File: src/rtl/core/fvc_pkg.sv
`default_nettype none
package fvc_pkg;

   localparam int MaxSources = 64;
   localparam int CountW     = $clog2(MaxSources + 1);
   localparam int SumW       = 56;
   localparam int WtW        = 24;
   localparam int RemW       = 25;
   localparam int StepW      = $clog2(SumW);
   localparam int AddrW      = 3;

   localparam logic [2:0] ModeLinear   = 3'd0;
   localparam logic [2:0] ModeWeights  = 3'd1;
   localparam logic [2:0] ModePriority = 3'd2;
   localparam logic [2:0] ModeSelect   = 3'd5;

   localparam logic RegMode     = 1'b0;
   localparam logic RegSelected = 1'b1;

   typedef struct packed {
      logic [5:0]         source_index;
      logic signed [31:0] force_x;
      logic signed [31:0] force_y;
      logic signed [31:0] force_z;
      logic signed [15:0] source_weight;
      logic signed [15:0] source_priority;
      logic               last_source;
   } fvc_req_type;

   typedef struct packed {
      logic signed [31:0] out_x;
      logic signed [31:0] out_y;
      logic signed [31:0] out_z;
      logic               force_found;
   } fvc_rsp_type;

   typedef enum logic [2:0] {
      S_IDLE,
      S_ACC,
      S_DSTART,
      S_DIV,
      S_STORE,
      S_DONE
   } fvc_state_type;

   typedef struct packed {
      logic load_item;
      logic accumulate;
      logic div_load;
      logic div_step;
      logic div_store;
      logic finish;
   } fvc_cmd_type;

   typedef struct packed {
      logic item_last;
      logic need_div;
      logic step_last;
      logic comp_last;
      logic out_free;
   } fvc_sts_type;

endpackage
`default_nettype wire

File: src/rtl/core/fvc_ctrl.sv
`default_nettype none
module fvc_ctrl (
   input  wire logic                clock,
   input  wire logic                reset,
   input  wire logic                req_valid,
   output logic                     req_stall,
   input  wire fvc_pkg::fvc_sts_type sts,
   output fvc_pkg::fvc_cmd_type     cmd
);
   import fvc_pkg::*;

   fvc_state_type state_ff, state_in;

   always_ff @(posedge clock) begin
      if (reset) begin
         state_ff <= S_IDLE;
      end else begin
         state_ff <= state_in;
      end
   end

   always_comb begin
      state_in  = state_ff;
      cmd       = '0;
      req_stall = 1'b1;
      case (state_ff)
         S_IDLE: begin
            req_stall = 1'b0;
            if (req_valid) begin
               cmd.load_item = 1'b1;
               state_in      = S_ACC;
            end
         end
         S_ACC: begin
            cmd.accumulate = 1'b1;
            state_in       = sts.item_last ? S_DSTART : S_IDLE;
         end
         S_DSTART: begin
            if (sts.need_div) begin
               cmd.div_load = 1'b1;
               state_in     = S_DIV;
            end else begin
               state_in = S_DONE;
            end
         end
         S_DIV: begin
            cmd.div_step = 1'b1;
            if (sts.step_last) begin
               state_in = S_STORE;
            end
         end
         S_STORE: begin
            cmd.div_store = 1'b1;
            state_in      = sts.comp_last ? S_DONE : S_DSTART;
         end
         S_DONE: begin
            if (sts.out_free) begin
               cmd.finish = 1'b1;
               state_in   = S_IDLE;
            end
         end
         default: begin
            state_in = S_IDLE;
         end
      endcase
   end

endmodule
`default_nettype wire

File: config.mk
export PLATFORM = sky130hd
export DESIGN_NAME = fvc_ctrl
export DESIGN_NICKNAME = d
export VERILOG_FILES = /design/src/rtl/core/fvc_pkg.sv /design/src/rtl/core/fvc_ctrl.sv
export SDC_FILE = /design/constraint.sdc
export NUM_CORES = 1
export LEC_CHECK = 0
export BUFFER_PORTS_ARGS = -buffer_cell sky130_fd_sc_hd__buf_4
export CAP_MARGIN = 20
export CELL_PAD_IN_SITES_DETAIL_PLACEMENT = 1
export CELL_PAD_IN_SITES_GLOBAL_PLACEMENT = 1
export CORE_AREA = 3 3 40 42
export CTS_BUF_LIST = sky130_fd_sc_hd__clkbuf_8
export CTS_CLUSTER_SIZE = 30
export DETAILED_ROUTE_END_ITERATION = 10
export DIE_AREA = 0 0 43 45
export PLACE_DENSITY = 0.52
export SLEW_MARGIN = 5
export SYNTH_ARGS = -nofsm -noshare
export SYNTH_HDL_FRONTEND = slang
export SYNTH_SLANG_ARGS = --single-unit
export TNS_END_PERCENT = 30
File: constraint.sdc
create_clock -name clock -period 1.4 [get_ports clock]
set_clock_uncertainty 0.2 [all_clocks]
set_input_delay 0.07 -clock clock [delete_from_list [all_inputs] [get_ports clock]]
set_output_delay 0.07 -clock clock [all_outputs]
set_load 0.005 [all_outputs]
==> metrics.md <==
| Metric | Value |
|---|---|
| Critical path data arrival time | 1.19 ns |
| Primary flip-flop cell chosen by synthesis mapping | sky130_fd_sc_hd__dfxtp_1 |
| CTS tree | yes |
| Count of final setup violators | 4 |
| Power per unit of standard cell area | 903 mW/mm^2 |
| Nets in the synthesized netlist | 39 |
| Termination of the worst setup path | cmd[5] |
| Yosys warnings | 0 |
| Via count of the first global-routing pass | 288 |
| Post-Synth Adder-Cell Area | 0 |
| Htree depth | 1 |
| Area share of the largest cell type after synthesis | 0.233 |
| Class of the tightest hold or removal check | in2reg |
| Mean instance size in the synthesized netlist | a little over 8 sq um |
| Largest register by flop count | state_ff |
| Antenna-violating nets left | 0 |
| Post-synthesis instance area | roughly 260 sq um |
| R2R cell count | 4 |
| Critical Path Start Type | register |
| Post-Synthesis Cells | 31 |
| Peak ir drop on the vdd network | roughly 0.42 mV |
| Clock transition at the register clock pins on the worst setup and hold paths after CTS | approximately 0.030 ns |
| Share of the yosys chip area belonging to registers | 0.233 |
| Sum of negative setup slack | -0.124 ns |
| Rows | 13 |
| Post-detailed-route via-to-cell ratio | 4.45 |
| Remaining max-slew budget at the tightest pin | 0.844 |
| Buffer depth of the longest clock path | 2 |
| I/O pin total | 15 |
| Tot GR Track Use | 0.0873 |
| Launch point of the worst hold path | sts[1] |
| Lkg Pwr | 0.243 nW |
| Compound-gate portion of the synthesized area | 0.209 |
| Antenna violations before repair | 0 |
| Maximum fanout encountered on the critical timing path | 4 |
| Syn-to-layout area delta | 100% |
| Hpwl dp | 584 microns |
| Number of clock sinks | 3 |
| Pin count of the biggest net entering global routing | 10 |
| Worst path cell trace | buf_6, or3_4, nor2_2, buf_4 |
| First-pass GRT wire length | 1220 microns |
| Die X | around 43 microns |
| # Max-Cap Violations | 0 |
| Remaining Overflow, GRT | 0 |
| Largest register FFs | 3 |
| CTS Root Cell | sky130_fd_sc_hd__clkbuf_8 |
| Highest attainable clock frequency | between 0.6 and 0.7 GHz |
| Top cell types by occurrence after synthesis | sky130_fd_sc_hd__a21o_1, sky130_fd_sc_hd__dfxtp_1 |
| Number of vias after detailed routing | ~320 |
| Die footprint | 0.00194 sq mm |
| Main combinational cell family by area after synthesis | simple AND/OR/NAND/NOR gates |
| CP Capture Type | output pin |
| Failing checks | setup timing |
| Setup slack on the worst flop-to-flop path | -0.01 ns |
| Antenna diode instance count | 0 |
| Global placement routability congestion | between 0.6 and 0.7 |
| Maximum single-stage delay on the critical path | 0.34 ns |
| Post-Synth XOR/XNOR Area | 0 |
| Post-layout net count | 65 |
| Placement-stage worst setup slack | -0.0402 ns |
| CTS Buf Count | 3 |
| Largest registers in the final layout | state_ff x3 |
| Min setup slack post-route | -0.0571 ns |
| Drt pass-1 iters | 2 |
| Post-synthesis cell type with the largest combined area | sky130_fd_sc_hd__dfxtp_1 |
| Endpoint of the most critical register-to-register path | state_ff[1] |
| FF+latch count, synth | 3 |
| Setup CP Type | reg2out |
| Clock network latency to the later pin of the worst-skew pair | 0.21 ns |
| Slowest stage cell on the critical path | sky130_fd_sc_hd__dfxtp_4 |
| Cell types with the largest area share after synthesis | sky130_fd_sc_hd__dfxtp_1, sky130_fd_sc_hd__a21o_1, sky130_fd_sc_hd__a311oi_1 |
| Area used by multi-input combinational logic | between 200 and 250 sq um |
| Reg-to-Reg Start | state_ff[0] |
| Average wire length per cell after detail routing | between 10 and 15 microns |
| Total Routed Length | 802 microns |
| Count of placed standard cells in the final layout, fillers left out | 71 |
| Floorplan die height | 45 microns |
| Final clock period utilization by the worst path | 1.04 |
| Ys async rst share | 0 |
| Result of the run | finished with violations |
| Fin crit period | 1.46 ns |
| Filler cell count in the final layout | 160 |
| Basic-gate share of the synthesized area counting and, or, nand and nor cells | 0.515 |
| Number of synthesized flops with an enable pin | 0 |
| Required time of the critical path | 1.13 ns |
| Final Max Slew Viols | 0 |
| Port-buffer cells | 14 |
| Effective utilization at floorplan | 0.201 |
| Area taken by flip-flops and latches | between 60 and 70 sq um |
| Library cells used by synthesis | 22 |
| Area of the core | 0.00128 sq mm |
| Transition time at the pin with the least slew margin | 0.232 ns |
| Crit path from | state_ff[0] |
| Count of routing violations after the opening detailed-route iteration | 1 |
| Setup repair after global routing missed its margin | true |
| Fraction of layout cells with a size suffix above 1 | 0.571 |
| Hold Fails Final Rpt | 0 |
| Multiplexer share of the synthesized area | 0 |
| Residual DRC count | 0 |
| DP Cell Count | 61 |
## area by class of cell
type	count	share of cell area
tap	15	0.0364
inverter	1	0.00728
multi-input combinational	26	0.388
clock buffer	3	0.0801
clock inverter	1	0.00728
sequential	3	0.133
timing repair buffer	22	0.347
## critical path: cells and delay by family (launching register included)
kind          cells  cell delay, ns
flops             1            0.34
buf+inv           2            0.23
simple gates      2            0.41
## kinds of logic (layout without fill, tap and decap cells)
logic type | after synthesis | after routing
DFF | 3 | 3
buffers and inverters | 2 | 27
and+or+nand+nor | 19 | 19
AOI/OAI and AO/OA | 7 | 7
## report_power, final
part / leakage [nW] / total, W / switching [W] / internal [W]
Clock: 0.0269 / 0.000237 / 0.0000513 / 0.000186
Combinational: 0.190 / 0.000128 / 0.0000446 / 0.0000829
Sequential: 0.0264 / 0.000100 / 0.00000895 / 0.0000915
Total: 0.243 / 0.000465 / 0.000105 / 0.000361
## worst min path at each step
stage,endpoint,cells after the start,slack (ns)
2_1_floorplan,state_ff[1],1,-0.07
3_3_place_gp,state_ff[1],2,0.05
3_5_place_dp,state_ff[1],2,0.06
4_1_cts,state_ff[1],4,0.05
5_1_grt,state_ff[1],4,0.08
6_report,state_ff[0],4,0.06
## cells in the final DEF, fill, tap and decap left out, drive strengths merged, types with 3 or more instances in the layout
master / instances
a21o: 3
dlygate4sd3: 4
clkbuf: 3
buf: 18
dfxtp: 3
## through the flow
step | util | hold WS, ns | instance area, sq um | power, W
floorplan | - | -0.0676 | 258 | 0.000150
global placement | 0.303 | 0.0486 | 389 | 0.000202
detailed placement | 0.303 | 0.0565 | 389 | 0.000204
CTS | 0.392 | 0.0523 | 504 | 0.000473
global route | 0.401 | 0.0772 | 515 | 0.000501
finish | 0.401 | 0.0618 | 515 | 0.000465
## routing by layer
metal / track usage / part of all wire
met2: 0.141 / 0.48
met1: 0.0983 / 0.44
met5: 0 / 0
met3: 0.0558 / 0.084
met4: 0.0181 / 0
## what timing repair did
action                                  4_1_cts  5_1_grt
gates resized for setup                       6        3
setup buffers                                 2        0
pin swaps                                     3        1
hold buffers                                  4        0
endpoints found under the hold margin         3        0
endpoints found under the setup margin        6        7
(Power assumes the default switching activity.)
